### src/sv/pidl_pkg.sv
// Shared types, constants and command struct for the positional insert/delete list.
package pidl_pkg;

  // List depth and derived widths
  localparam int DEPTH = 64;
  localparam int WORD_W = 32;
  localparam int POS_W = 7;
  localparam int ENT_W = 7;
  localparam int CNT_W = $clog2(DEPTH + 1);
  localparam int CMP_W = (POS_W > CNT_W) ? POS_W : CNT_W;

  typedef logic signed [WORD_W-1:0] word_t;
  typedef logic [POS_W-1:0] pos_t;
  typedef logic [ENT_W-1:0] ent_t;
  typedef logic [1:0] func_t;
  typedef logic [CNT_W-1:0] cnt_t;
  typedef logic [CMP_W-1:0] cmp_t;

  // Operation codes
  localparam func_t OP_INSERT = 2'd0;
  localparam func_t OP_DELETE = 2'd1;
  localparam func_t OP_READ = 2'd2;

  typedef enum logic [1:0] {
    ST_OK = 2'd0,
    ST_FULL = 2'd1,
    ST_EMPTY = 2'd2,
    ST_RANGE = 2'd3
  } status_t;

  // Shift command broadcast to every cell
  typedef struct packed {
    logic ins;
    logic del;
    cmp_t pos;
  } cell_cmd_t;

endpackage

### src/sv/pidl_cell.sv
// One list slot: holds a word and shifts it to or from its neighbors.
module pidl_cell (
  input  logic               clk,
  input  logic               rst_n,
  input  pidl_pkg::cmp_t     idx,
  input  pidl_pkg::cell_cmd_t cmd,
  input  pidl_pkg::word_t    value,
  input  pidl_pkg::word_t    left_word,
  input  pidl_pkg::word_t    right_word,
  output pidl_pkg::word_t    word,
  output pidl_pkg::word_t    sel_word
);
  import pidl_pkg::*;

  word_t word_r;
  word_t word_nxt;

  // Pick the next word: shift up on insert (the addressed slot loads the new word), shift down on delete, else hold
  always_comb begin
    word_nxt = word_r;
    if (cmd.ins) begin
      if (idx > cmd.pos) begin
        word_nxt = left_word;
      end else if (idx == cmd.pos) begin
        word_nxt = value;
      end
    end else if (cmd.del) begin
      if (idx >= cmd.pos) begin
        word_nxt = right_word;
      end
    end
  end

  always_ff @(posedge clk) begin
    if (!rst_n) begin
      word_r <= '0;
    end else begin
      word_r <= word_nxt;
    end
  end

  assign word = word_r;
  // Drive the read bus only when this slot is addressed
  assign sel_word = (idx == cmd.pos) ? word_r : '0;

endmodule

### config.mk
export PLATFORM = sky130hd
export DESIGN_NAME = pidl_cell
export DESIGN_NICKNAME = d
export VERILOG_FILES = /design/src/sv/pidl_pkg.sv /design/src/sv/pidl_cell.sv
export SDC_FILE = /design/constraint.sdc
export NUM_CORES = 1
export LEC_CHECK = 0
export ABC_AREA = 0
export BUFFER_PORTS_ARGS = -buffer_cell sky130_fd_sc_hd__buf_2
export CORE_MARGIN = 2
export CORE_UTILIZATION = 40
export CTS_CLUSTER_DIAMETER = 120
export CTS_CLUSTER_SIZE = 20
export DETAILED_ROUTE_END_ITERATION = 7
export PLACE_DENSITY = 0.84
export SYNTH_ARGS = -nofsm -noshare
export SYNTH_HDL_FRONTEND = slang
export SYNTH_SLANG_ARGS = --single-unit
export TNS_END_PERCENT = 1
### constraint.sdc
create_clock -name clk -period 4.8 [get_ports clk]
set_clock_uncertainty 0.1 [all_clocks]
set_input_delay 0.72 -clock clk [delete_from_list [all_inputs] [get_ports clk]]
set_output_delay 0.72 -clock clk [all_outputs]
set_load 0.01 [all_outputs]
==> impl_metrics.xml <==
<?xml version="1.0" encoding="UTF-8"?>
<metrics>
  <group name="global_route">
    <metric name="antenna_found_initial" unit="">0</metric>
    <metric name="grt_pass1_wl" unit="um">8790</metric>
    <metric name="track_usage" unit="">0.196</metric>
    <metric name="grt_remaining_overflow" unit="">0</metric>
    <metric name="first_global_vias" unit="">2075</metric>
    <metric name="grt_start_max_net_pins" unit="">33</metric>
  </group>
  <group name="setup_path">
    <metric name="worst_setup_path_class" unit="">primary input to primary output</metric>
    <metric name="critPathMaxFanout" unit="">32</metric>
    <metric name="ff2ff_path_depth" unit="">2</metric>
    <metric name="most_used_cell_cp" unit="">sky130_fd_sc_hd__buf_2</metric>
    <metric name="reg2reg_from" unit="">word[26]</metric>
    <metric name="critical_path.cell_chain" unit="">buf_2 &gt; inv_1 &gt; ha_1 &gt; nand4_4 &gt; nor2_2 &gt; and2_1 &gt; buf_2</metric>
    <metric name="largest_stage_delay_worst_path" unit="ns">0.83</metric>
    <metric name="cp_data_arrival_time" unit="ns">2.59</metric>
    <metric name="crit_path_end_kind" unit="">primary output</metric>
    <metric name="data_required_time_at_the_worst_endpoint" unit="ns">3.98</metric>
    <metric name="critical_path_s_slowest_cell" unit="">sky130_fd_sc_hd__nor2_2</metric>
    <metric name="r2r_end" unit="">word[26]</metric>
    <metric name="startpoint_type" unit="">primary input</metric>
    <metric name="worst_path_top_cell_family_by_delay" unit="">simple AND/OR/NAND/NOR gates</metric>
    <metric name="worstPathBufferInverterCount" unit="">3</metric>
    <metric name="ff2ff_setup_slack" unit="ns">3.93</metric>
  </group>
  <group name="timing">
    <metric name="fmax" unit="MHz">293</metric>
    <metric name="worst_slew_margin_rel" unit="">0.228</metric>
    <metric name="grt_setup_unrepaired" unit="">false</metric>
    <metric name="measured_slew_at_the_worst_slew_check_pin" unit="ns">1.16</metric>
    <metric name="fin_crit_sh" unit="">0.711</metric>
    <metric name="drv_slew" unit="">0</metric>
    <metric name="finalHoldViolations" unit="">0</metric>
    <metric name="layout_min_cycle_time" unit="ns">3.41</metric>
    <metric name="final_setup_violating_endpoints" unit="">0</metric>
    <metric name="fin_tns_setup" unit="ns">0</metric>
  </group>
  <group name="layout">
    <metric name="ratio_of_cells_with_drive_above_1_in_the_final_layout" unit="">0.506</metric>
    <metric name="layout.cells.non_filler" unit="">457</metric>
    <metric name="num-nets-final" unit="">507</metric>
    <metric name="n_antenna_cell" unit="">0</metric>
    <metric name="syn_to_final_growth" unit="%">47.2</metric>
    <metric name="largest_register_ffs" unit="">32</metric>
  </group>
  <group name="die">
    <metric name="pin_count" unit="">178</metric>
    <metric name="initial_core_util" unit="">0.408</metric>
    <metric name="die-width" unit="um">75.5</metric>
    <metric name="fp.coreArea" unit="sq mm">0.00501</metric>
    <metric name="fp.dieArea" unit="sq mm">0.00569</metric>
    <metric name="row_cnt" unit="">26</metric>
    <metric name="fp.dieH" unit="um">75.5</metric>
  </group>
  <group name="detailed_routing">
    <metric name="drcViolationCount" unit="">0</metric>
    <metric name="totalWireLength" unit="um">6200</metric>
    <metric name="routed-via-count" unit="">2366</metric>
    <metric name="drt_first_pass_iters" unit="">6</metric>
    <metric name="post_drt_via_cell_ratio" unit="">5.18</metric>
    <metric name="wl_per_cell" unit="um">13.6</metric>
    <metric name="number_of_nets_with_antenna_violations_after_detailed_routing" unit="">0</metric>
    <metric name="dr_iter_0_viols" unit="">89</metric>
  </group>
  <group name="synth">
    <metric name="ys.warnings.count" unit="">0</metric>
    <metric name="synthXorXnorAreaFrac" unit="">0</metric>
    <metric name="post_synth_mux_area_share" unit="">0.157</metric>
    <metric name="syn-cell-area" unit="sq mm">0.00204</metric>
    <metric name="fraction_of_post_synthesis_cell_area_in_the_top_cell_type_by_area" unit="">0.314</metric>
    <metric name="largest_family_of_logic_cells_by_synthesized_area" unit="">compound AO/OA/AOI/OAI gates</metric>
    <metric name="synth_simple_gate_area_share" unit="">0.140</metric>
    <metric name="synth.avg_cell_area" unit="sq um">9.37</metric>
    <metric name="synth_cells" unit="">218</metric>
    <metric name="synth-compound-area-share" unit="">0.271</metric>
    <metric name="cell_taking_the_most_area_after_synthesis" unit="">sky130_fd_sc_hd__dfxtp_1</metric>
    <metric name="synth.lib_cells_used.distinct" unit="">27</metric>
    <metric name="share_of_flip_flops_with_an_asynchronous_set_or_reset" unit="">0</metric>
    <metric name="synthesis.nets" unit="">339</metric>
    <metric name="synth_commonest_cells" unit="">sky130_fd_sc_hd__a21oi_1, sky130_fd_sc_hd__and2_1, sky130_fd_sc_hd__dfxtp_1, sky130_fd_sc_hd__mux2i_1, sky130_fd_sc_hd__o221ai_1</metric>
    <metric name="synth-edff-count" unit="">0</metric>
    <metric name="yosys_most_used_dff" unit="">sky130_fd_sc_hd__dfxtp_1</metric>
    <metric name="synth_adder_area_share" unit="">0.0429</metric>
    <metric name="synth_seq_cells" unit="">32</metric>
    <metric name="sequential_to_total_area_share_from_yosys_stat" unit="">0.314</metric>
    <metric name="netlist_top_cells_area" unit="">sky130_fd_sc_hd__dfxtp_1, sky130_fd_sc_hd__mux2i_1, sky130_fd_sc_hd__o221ai_1, sky130_fd_sc_hd__and2_1, sky130_fd_sc_hd__a21oi_1</metric>
  </group>
  <group name="clock_tree">
    <metric name="cts_resized" unit="">0</metric>
    <metric name="h-tree-depth" unit="">2</metric>
    <metric name="tritoncts.num_buffers" unit="">5</metric>
    <metric name="cts-root-to-sink-buffers" unit="">2</metric>
    <metric name="clock_tree.root_cell" unit="">sky130_fd_sc_hd__clkbuf_8</metric>
    <metric name="cts_tree" unit="">done</metric>
    <metric name="post_cts_buffers" unit="">0</metric>
    <metric name="clk-insertion-delay-late" unit="ns">0.27</metric>
    <metric name="clock_pin_slew_on_the_worst_setup_and_hold_paths" unit="ns">0.06</metric>
    <metric name="post_cts_hold_buffers" unit="">0</metric>
    <metric name="clock_sink_count" unit="">32</metric>
  </group>
  <group name="pwr">
    <metric name="peak_supply_drop" unit="V">0.000191</metric>
    <metric name="power_density" unit="mW/mm^2">259</metric>
    <metric name="design_power_total" unit="mW">0.779</metric>
    <metric name="leakage" unit="nW">1.66</metric>
  </group>
  <group name="place">
    <metric name="placedCellCount" unit="">449</metric>
    <metric name="finalWeightedCongestion" unit="">0.746</metric>
    <metric name="placement.io_buffers" unit="">177</metric>
    <metric name="place.detailed.hpwl" unit="um">4830</metric>
  </group>
  <group name="hold_path">
    <metric name="worst_hold_path_type" unit="">register to register</metric>
    <metric name="timing.hold.worst_endpoint" unit="">word[14]</metric>
    <metric name="hold_depth" unit="">2</metric>
    <metric name="min-delay-start" unit="">word[14]</metric>
  </group>
  <group name="flow_run">
    <metric name="timing.max_cap.violations" unit="">0</metric>
  </group>
  <group name="status">
    <metric name="status" unit="">complete, no violations</metric>
  </group>
</metrics>
==> layout make-up <==
class | count | area [sq um]
clock inverter | 1 | 7.51
inverter | 7 | 26.3
clock buffer | 7 | 86.3
tap | 70 | 87.6
multi-input combinational | 161 | 1260
sequential | 32 | 641
timing repair buffer | 179 | 901
fill | 473 | 2000
==> worst register-to-register path: stages (launching register included) <==
cell and delay, ns:
sky130_fd_sc_hd__dfxtp_1 0.33, sky130_fd_sc_hd__o221ai_1 0.21, sky130_fd_sc_hd__a21oi_1 0.07
==> kinds of logic after synthesis <==
kind of cell,Yosys count
compound gates,76
simple gates,46
mux,32
flops,32
buf+inv,25
fa+ha+maj,7
==> worst max-delay path by stage <==
stage	cells past startpoint	from	endpoint	slack (ns)
2_1_floorplan	6	cmd[6]	sel_word[10]	2.10
3_3_place_gp	7	cmd[6]	sel_word[3]	1.41
3_5_place_dp	7	cmd[6]	sel_word[3]	1.38
4_1_cts	7	cmd[6]	sel_word[3]	1.38
5_1_grt	7	cmd[6]	sel_word[25]	1.17
6_report	7	cmd[6]	sel_word[3]	1.39
==> power by group <==
part / internal (mW) / switching (mW)
combinational: 0.119 / 0.129
clock: 0.116 / 0.0927
sequential: 0.299 / 0.0229
==> metal layers <==
metal  up-vias  wire [um]  global-route usage  share of wire
li1       1163          -                   -              -
met1      1093       2390               0.214           0.39
met4         0         31              0.0546         0.0050
met5         -          0                   0              0
met2       106       3350               0.374           0.54
met3         4        424              0.0489          0.068
==> per-stage QoR <==
| stage | hold slack, ns | setup slack (ns) | instance area (sq um) | utilization |
|---|---|---|---|---|
| after global routing | 0.522 | 1.17 | 3010 | 0.600 |
| after floorplan | 0.497 | 2.10 | 2040 | - |
| after CTS | 0.496 | 1.38 | 3010 | 0.600 |
| final | 0.491 | 1.39 | 3010 | 0.600 |
| after global placement | 0.476 | 1.41 | 2910 | 0.581 |
| after detailed placement | 0.486 | 1.38 | 2910 | 0.581 |
==> cell usage in the layout, fill, tap and decap left out, types with 2 or more instances in the layout <==
master / netlist / routed
sky130_fd_sc_hd__mux2i_1: 32 / 32
sky130_fd_sc_hd__clkbuf_8: 0 / 6
sky130_fd_sc_hd__a21oi_1: 32 / 32
sky130_fd_sc_hd__buf_4: 0 / 2
sky130_fd_sc_hd__buf_2: 9 / 177
sky130_fd_sc_hd__inv_1: 7 / 7
sky130_fd_sc_hd__nand2_1: 2 / 2
sky130_fd_sc_hd__and2_1: 32 / 32
sky130_fd_sc_hd__a21oi_2: 4 / 4
sky130_fd_sc_hd__nor2_1: 5 / 4
sky130_fd_sc_hd__ha_1: 7 / 7
sky130_fd_sc_hd__o21ai_2: 2 / 2
sky130_fd_sc_hd__dfxtp_1: 32 / 32
sky130_fd_sc_hd__o221ai_1: 32 / 32
Power figures use the tool's default switching activity.
