File: src/sv/pidl_pkg.sv
// Shared types, constants and command struct for the positional insert/delete list.
package pidl_pkg;

  // List depth and derived widths
  localparam int DEPTH = 64;
  localparam int WORD_W = 32;
  localparam int POS_W = 7;
  localparam int ENT_W = 7;
  localparam int CNT_W = $clog2(DEPTH + 1);
  localparam int CMP_W = (POS_W > CNT_W) ? POS_W : CNT_W;

  typedef logic signed [WORD_W-1:0] word_t;
  typedef logic [POS_W-1:0] pos_t;
  typedef logic [ENT_W-1:0] ent_t;
  typedef logic [1:0] func_t;
  typedef logic [CNT_W-1:0] cnt_t;
  typedef logic [CMP_W-1:0] cmp_t;

  // Operation codes
  localparam func_t OP_INSERT = 2'd0;
  localparam func_t OP_DELETE = 2'd1;
  localparam func_t OP_READ = 2'd2;

  typedef enum logic [1:0] {
    ST_OK = 2'd0,
    ST_FULL = 2'd1,
    ST_EMPTY = 2'd2,
    ST_RANGE = 2'd3
  } status_t;

  // Shift command broadcast to every cell
  typedef struct packed {
    logic ins;
    logic del;
    cmp_t pos;
  } cell_cmd_t;

endpackage

File: src/sv/pidl_ctrl.sv
// Entry counter and operation decode: status, shift command and next count.
module pidl_ctrl (
  input  logic                clk,
  input  logic                rst_n,
  input  logic                accept,
  input  pidl_pkg::func_t     func,
  input  pidl_pkg::pos_t      position,
  output pidl_pkg::cell_cmd_t cmd,
  output pidl_pkg::status_t   status,
  output logic                rd_ok,
  output pidl_pkg::cnt_t      count_nxt
);
  import pidl_pkg::*;

  cnt_t count_r;
  cmp_t cnt_ext;
  cmp_t pos_ext;

  assign cnt_ext = CMP_W'(count_r);
  assign pos_ext = CMP_W'(position);

  // Decode the operation against the current count
  always_comb begin
    cmd.ins = 1'b0;
    cmd.del = 1'b0;
    cmd.pos = pos_ext;
    status = ST_OK;
    rd_ok = 1'b0;
    count_nxt = count_r;
    case (func)
      OP_INSERT: begin
        if (count_r == CNT_W'(DEPTH)) begin
          status = ST_FULL;
        end else if (pos_ext > cnt_ext) begin
          status = ST_RANGE;
        end else begin
          cmd.ins = accept;
          count_nxt = count_r + CNT_W'(1);
        end
      end
      OP_DELETE: begin
        if (count_r == '0) begin
          status = ST_EMPTY;
        end else if (pos_ext >= cnt_ext) begin
          status = ST_RANGE;
        end else begin
          cmd.del = accept;
          rd_ok = 1'b1;
          count_nxt = count_r - CNT_W'(1);
        end
      end
      OP_READ: begin
        if (count_r == '0) begin
          status = ST_EMPTY;
        end else if (pos_ext >= cnt_ext) begin
          status = ST_RANGE;
        end else begin
          rd_ok = 1'b1;
        end
      end
      default: begin
        status = ST_OK;
      end
    endcase
  end

  // Advance the count on each accepted transaction
  always_ff @(posedge clk) begin
    if (!rst_n) begin
      count_r <= '0;
    end else if (accept) begin
      count_r <= count_nxt;
    end
  end

endmodule

File: config.mk
export PLATFORM = sky130hd
export DESIGN_NAME = pidl_ctrl
export DESIGN_NICKNAME = d
export VERILOG_FILES = /design/src/sv/pidl_pkg.sv /design/src/sv/pidl_ctrl.sv
export SDC_FILE = /design/constraint.sdc
export NUM_CORES = 1
export LEC_CHECK = 0
export BUFFER_PORTS_ARGS = -buffer_cell sky130_fd_sc_hd__buf_4
export CORE_ASPECT_RATIO = 1.5
export CORE_UTILIZATION = 25
export CTS_CLUSTER_DIAMETER = 60
export CTS_CLUSTER_SIZE = 20
export DETAILED_ROUTE_END_ITERATION = 8
export PLACE_DENSITY = 0.44
export SYNTH_ARGS = -nofsm -noshare
export SYNTH_HDL_FRONTEND = slang
export SYNTH_SLANG_ARGS = --single-unit
File: constraint.sdc
create_clock -name clk -period 6.25 [get_ports clk]
set_input_delay 0.625 -clock clk [delete_from_list [all_inputs] [get_ports clk]]
set_output_delay 0.625 -clock clk [all_outputs]
set_load 0.005 [all_outputs]
==> implementation parameters, run 1 <==
Parameter                              Value

Clock tree
  Total of cells resized after clock tree synthesis    0
  Cell chosen for the clock root    sky130_fd_sc_hd__clkbuf_8
  Clock insertion delay at the later pin of the skew report    0.23 ns
  Maximum clock insertion buffer count    2
  CTS buffer count    3
  Number of clock sinks    7
  Clock transition at the registers of the reported paths    about 0.040 ns
  Postcts setup bufs    0
  # H-tree levels    1
  Hold-fix buffer count after cts    0
  CTS tree    yes

Die
  Die height    84.2 µm
  Effective utilization at floorplan    26.3%
  Cell Rows    29
  DIE WIDTH    ~57 µm
  Die ar.    ~4800 µm²
  Top-level port count    31
  Std-Cell Core Area    4280 µm²

Timing
  Final-report hold violation count    0
  Max_slew headroom    approximately 58%
  Final TNS setup    0 ns
  Pins over their slew limit    0
  Crit path time final    3.49 ns
  RSZ-0062 raised after global routing    no
  Max frequency    287 MHz
  Worst Slack Setup Final    2.76 ns
  Transition time of the tightest slew-check pin    0.620 ns
  Period utilization    55.8%
  Number of endpoints failing setup at the final stage    0
  Final worst clock skew    0.000333 ns

Routing
  Remaining DRCs    6
  Post-route antenna net violation count    0
  Via count normalized by instance count    ~5.5
  Per-cell routed wire length    roughly 15 µm
  Violation count after the first detailed-route iteration    37
  Count of vias placed by the detailed router    1199
  Total detailed-routing wirelength    3380 µm
  Iteration count of the initial detailed-routing pass    6

Setup path
  Critical Setup Path Class    register to output pin
  Kind of start point of the critical path    register
  Maximum net fanout on the critical path    8
  CP max stage delay    0.55 ns
  Endpoint kind of the worst setup timing path    output pin
  Worst Path Arrival    around 2.9 ns
  Critical Path RT    5.62 ns
  Most repeated library cell on the critical path    sky130_fd_sc_hd__a21oi_1
  Cells traversed along the worst timing path    inv_1 -> ha_1 -> a21oi_1 -> a21oi_1 -> o22a_1 -> o21ai_0 -> a31o_2 -> o31ai_1 -> buf_4
  Master of the slowest instance on the critical path    sky130_fd_sc_hd__o21ai_0

Layout
  Fraction of final layout cells sized beyond drive strength 1    29.5%
  Diodes inserted    0
  Max FFs per register    7
  Most frequent cells in the layout    30 x sky130_fd_sc_hd__buf_4, 13 x sky130_fd_sc_hd__inv_1, 12 x sky130_fd_sc_hd__ha_1, 11 x sky130_fd_sc_hd__o21ai_0, 9 x sky130_fd_sc_hd__a21oi_1
  Finished Layout Cells    219
  Final net count    198
  Area growth, synth to finish    22.8%
  Leading cell type in the layout, fill and taps excluded    sky130_fd_sc_hd__buf_4

Global routing
  Global-route wire length before repair    between 5000 and 6000 µm
  Congestion Overflow GR    0
  Via count of the first global-routing pass    1181
  Total GRT Usage    14.5%
  Number of antenna violations at the first check in global routing    0
  Maximum number of pins on one net before global-route repair    16

Pwr
  Switching share of power    33.8%
  Peak supply drop    just under 80 µV
  Part of the power in combinational logic    40.3%
  Power density over cell area    135 nW/µm²
  Portion of total power attributed to sequential cells    25.3%
  Clock group share of total power    ~34%
  Switching Power    63.1 µW
  Int Power    123 µW
  Leakage dissipation    0.000601 µW

Placed design
  Placer congestion estimate    around 0.83
  Number of cells in the design after placement    approximately 220
  Buffers on Ports    30
  Post-place setup slack    2.87 ns
  Detailed placer's ending HPWL    2790 µm

Run status
  Result of the run    finished with violations
  Violations in the final reports    DRC

Logic synthesis
  Syn_nets    about 170
  Sequential fraction of the synthesis area    12.5%
  Post-synthesis area per instance    between 7 and 8 µm²
  Share of async-settable or async-resettable flops after synthesis    0%
  Netlist Area Pre-Place    around 1100 µm²
  EDFF count, synth    0
  Flip-flop and latch count after synthesis    7
  Most used DFF post-synth    sky130_fd_sc_hd__dfxtp_1
  Number of distinct library cells after synthesis    56
  Mapped Cells    149
  Ys Warns    0

Run
  Count of max-cap constraint violations    0

Worst hold path
  Worst hold path class    register to register
==> critical path: cells and delay by family, from the launching register on <==
family,cells,cell delay [ns]
buffers and inverters,2,0.29
flip-flops,1,0.47
AO/OA/AOI/OAI,6,1.52
adder cells (fa/ha/maj),1,0.34
==> worst paths after layout <==
check        startpoint  cells after the start  slack (ns)            to
max reg2reg  cnt_ext[2]                      8        3.49    cnt_ext[1]
min reg2reg  cnt_ext[6]                      2        0.55    cnt_ext[6]
min          cnt_ext[6]                      2        0.55    cnt_ext[6]
max          cnt_ext[2]                      9        2.76  count_nxt[6]
==> synthesized netlist by cell type (2+ instances only) <==
cell type / count / share of area [%]
sky130_fd_sc_hd__a211oi_1: 3 / 2.0
sky130_fd_sc_hd__a21o_1: 2 / 1.3
sky130_fd_sc_hd__a21oi_1: 9 / 4.0
sky130_fd_sc_hd__a22oi_1: 3 / 2.0
sky130_fd_sc_hd__a31oi_1: 2 / 1.1
sky130_fd_sc_hd__a32o_1: 2 / 1.8
sky130_fd_sc_hd__and2_1: 2 / 1.1
sky130_fd_sc_hd__and3_1: 2 / 1.1
sky130_fd_sc_hd__and3_2: 2 / 1.3
sky130_fd_sc_hd__buf_4: 7 / 4.7
sky130_fd_sc_hd__dfxtp_1: 7 / 12
sky130_fd_sc_hd__ha_1: 12 / 13
sky130_fd_sc_hd__inv_1: 13 / 4.3
sky130_fd_sc_hd__mux2i_1: 2 / 1.8
sky130_fd_sc_hd__nand2_1: 8 / 2.7
sky130_fd_sc_hd__nand3_1: 6 / 2.7
sky130_fd_sc_hd__nand4_1: 4 / 2.2
sky130_fd_sc_hd__nor2_1: 8 / 2.7
sky130_fd_sc_hd__nor2_2: 2 / 1.1
sky130_fd_sc_hd__nor3_1: 4 / 1.8
sky130_fd_sc_hd__o21a_1: 2 / 1.3
sky130_fd_sc_hd__o21ai_0: 11 / 4.9
sky130_fd_sc_hd__o31ai_1: 2 / 1.3
sky130_fd_sc_hd__xnor2_1: 2 / 1.6
==> layer usage <==
layer	track usage, %	up-vias	part of all wire (%)
met4	10.4	0	4.7
met5	0	-	0
met2	25.4	35	52
met1	16.0	546	40
met3	1.23	12	2.9
li1	-	606	-
==> metrics by stage <==
step                      instance area (µm²)  hold WS (ns)  total power, µW  utilization [%]
after floorplan                          1120         0.514             97.8                -
after global placement                   1340         0.553              123             31.2
after detailed placement                 1340         0.546              123             31.2
after CTS                                1380         0.551              191             32.3
after global routing                     1380         0.624              200             32.3
final                                    1380         0.554              187             32.3
==> power by group through the flow <==
| stage | logic, µW | registers, µW | clock network [µW] |
|---|---|---|---|
| floorplan | 50.3 | 47.5 | 0 |
| global placement | 75.4 | 48.0 | 0 |
| detailed placement | 75.3 | 47.9 | 0 |
| CTS | 75.7 | 47.1 | 67.8 |
| global route | 83.3 | 47.3 | 69.5 |
| finish | 75.1 | 47.2 | 64.2 |
==> logic make-up after synthesis <==
group	Yosys count	synth area share (%)
AOI/OAI and AO/OA	54	34.3
and+or+nand+nor	48	24.9
buffers and inverters	23	10.7
adders and majority gates	12	13.3
DFF	7	12.5
muxes	3	2.78
xor gates and xnor gates	2	1.56
==> area by class of cell <==
type,count,area [µm²]
Inverter,13,48.8
Clock buffer,4,45.0
Fill cell,490,2900
Timing Repair Buffer,30,225
Tap cell,46,57.6
Sequential cell,7,140
Multi-Input combinational cell,119,865
No activity file was read; power rests on OpenSTA's default activity.
==> inputs of run 2 (changes only) <==
==> constraint.sdc (replaced) <==
create_clock -name clk -period 3.21 [get_ports clk]
set_input_delay 0.321 -clock clk [delete_from_list [all_inputs] [get_ports clk]]
set_output_delay 0.321 -clock clk [all_outputs]
set_load 0.005 [all_outputs]
==> implementation parameters, run 2 (synthesis results as in run 1) <==
Parameter                              Value

Run status
  Result of the run    finished with violations
  Violations in the final reports    DRC

Timing
  Max_slew headroom    68.7% (+10 points)
  Final TNS setup    0 ns (unchanged)
  Pins over their slew limit    0 (unchanged)
  Transition time of the tightest slew-check pin    0.467 ns (-0.153 ns)
  Crit path time final    around 3 ns
  Final worst clock skew    0.00100 ns (+0.000671 ns)
  Max frequency    335 MHz
  Period utilization    between 90 and 100%
  Final-report hold violation count    0 (unchanged)
  Number of endpoints failing setup at the final stage    0 (unchanged)
  RSZ-0062 raised after global routing    no

Setup path
  Worst Path Arrival    2.67 ns (-0.19 ns)
  Maximum net fanout on the critical path    8 (unchanged)
  CP max stage delay    0.46 ns (-0.09 ns)
  Kind of start point of the critical path    register
  Critical Setup Path Class    register to output pin
  Master of the slowest instance on the critical path    sky130_fd_sc_hd__dfxtp_1
  Delay-heaviest family, CP    compound AO/OA/AOI/OAI gates
  Worst path buffer plus inverter count    2 (unchanged)
  Endpoint kind of the worst setup timing path    output pin
  Cells traversed along the worst timing path    inv_1 -> ha_1 -> a21oi_2 -> a21oi_1 -> o22ai_1 -> nand2_1 -> o221a_2 -> a31oi_1 -> buf_4
  Critical Path RT    2.89 ns (-2.73 ns)

Routing
  Iteration count of the initial detailed-routing pass    6 (unchanged)
  Total detailed-routing wirelength    3500 µm (+3.6%)
  Remaining DRCs    6 (unchanged)
  Count of vias placed by the detailed router    1218 (+1.6%)
  Via count normalized by instance count    5.51 (+0.67%)
  Post-route antenna net violation count    0 (unchanged)
  Violation count after the first detailed-route iteration    59 (+59%)
  Per-cell routed wire length    15.8 µm (+2.6%)

Placed design
  Placer congestion estimate    0.859 (+3.5%)
  Detailed placer's ending HPWL    2880 µm (+3.1%)
  Buffers on Ports    30 (unchanged)

Global routing
  Total GRT Usage    15.1% (+0.62 points)
  Global-route wire length before repair    5630 µm (+3.7%)
  Congestion Overflow GR    0 (unchanged)
  Number of antenna violations at the first check in global routing    0 (unchanged)
  Maximum number of pins on one net before global-route repair    16 (unchanged)
  Via count of the first global-routing pass    1219 (+3.2%)

Pwr
  Power after layout    376 µW (+100%)
  Power density over cell area    267 nW/µm² (+97%)
  Leakage dissipation    0.000610 µW (+1.5%)
  Peak supply drop    131 µV (+66%)

Clock tree
  # H-tree levels    1 (unchanged)
  Maximum clock insertion buffer count    2 (unchanged)
  Cell chosen for the clock root    sky130_fd_sc_hd__clkbuf_8
  Clock insertion delay at the later pin of the skew report    0.24 ns (about the same)
  Postcts setup bufs    0 (unchanged)
  Number of clock sinks    7 (unchanged)
  CTS buffer count    3 (unchanged)
  CTS tree    yes
  Clock transition at the registers of the reported paths    0.04 ns (about the same)

Layout
  Max FFs per register    7 (unchanged)
  Area growth, synth to finish    25.3%
  Leading cell type in the layout, fill and taps excluded    sky130_fd_sc_hd__buf_4
  Diodes inserted    0 (unchanged)
  Fraction of final layout cells sized beyond drive strength 1    31.4% (+1.9 points)
  Most frequent cells in the layout    32 x sky130_fd_sc_hd__buf_4, 13 x sky130_fd_sc_hd__inv_1, 12 x sky130_fd_sc_hd__ha_1, 10 x sky130_fd_sc_hd__o21ai_0
  Final net count    200 (+1.0%)
  Post-Route Utilization    32.9% (+0.64 points)

Run
  Count of max-cap constraint violations    0 (unchanged)

Die
  Die ar.    4780 µm² (unchanged)
  Cell Rows    29 (unchanged)
  Top-level port count    31 (unchanged)
  DIE WIDTH    56.8 µm (unchanged)
  Effective utilization at floorplan    26.3% (unchanged)
  Die height    84.2 µm (unchanged)
  Std-Cell Core Area    4280 µm² (unchanged)

Worst hold path
  Worst hold path class    input port to register
run 2: cell types whose count changed in the layout (fill, tap and decap cells not counted):
| cell | change |
|---|---|
| sky130_fd_sc_hd__o21ai_0 | -1 |
| sky130_fd_sc_hd__a21oi_1 | -2 |
| sky130_fd_sc_hd__buf_4 | +2 |
| sky130_fd_sc_hd__nor2_4 | +1 |
| sky130_fd_sc_hd__a21oi_2 | +2 |
| sky130_fd_sc_hd__o21ai_1 | +1 |
| sky130_fd_sc_hd__nor2_2 | -1 |
run 2: worst paths after layout:
path                    from      endpoint  slack, ns  depth (start not counted)
hold reg to reg   cnt_ext[6]    cnt_ext[6]       0.55                          2
setup / recovery  cnt_ext[2]  count_nxt[2]       0.22                          9
hold / removal         rst_n    cnt_ext[2]       0.37                          2
setup reg to reg  cnt_ext[2]    cnt_ext[1]       0.72                          9
run 2: metrics by stage:
step,instances,hold WS [ns],cell area (µm²),setup WS [ns]
3_5_place_dp,217,0.552,1350,0.435
4_1_cts,221,0.373,1400,0.179
3_3_place_gp,217,0.553,1350,0.444
6_report,221,0.369,1410,0.223
5_1_grt,221,0.398,1410,0.0489
2_1_floorplan,149,0.447,1120,0.868
run 2: layout make-up:
class / instances / area, µm²
Multi-Input combinational cell: 119 / 877
Sequential cell: 7 / 140
Fill cell: 458 / 2870
Timing Repair Buffer: 32 / 240
Tap cell: 46 / 57.6
Clock buffer: 4 / 45.0
Inverter: 13 / 48.8
run 2: what timing repair did:
action,in CTS,in global routing
hold endpoints to repair,0,0
setup endpoints to repair,0,4
gates resized for setup,0,4
hold buffers,0,0
run 2: routing by layer:
layer	wire (µm)	track usage, %	vias up
met5	0	0	-
met4	160	11.1	0
met3	155	1.85	11
met2	1810	26.5	38
met1	1370	16.3	563
li1	-	-	606
run 2: where the power goes:
group / internal (µW) / switching (µW) / total (µW)
clock network: 86.3 / 43.4 / 130
registers: 89.2 / 2.78 / 92.0
logic: 67.8 / 85.9 / 154
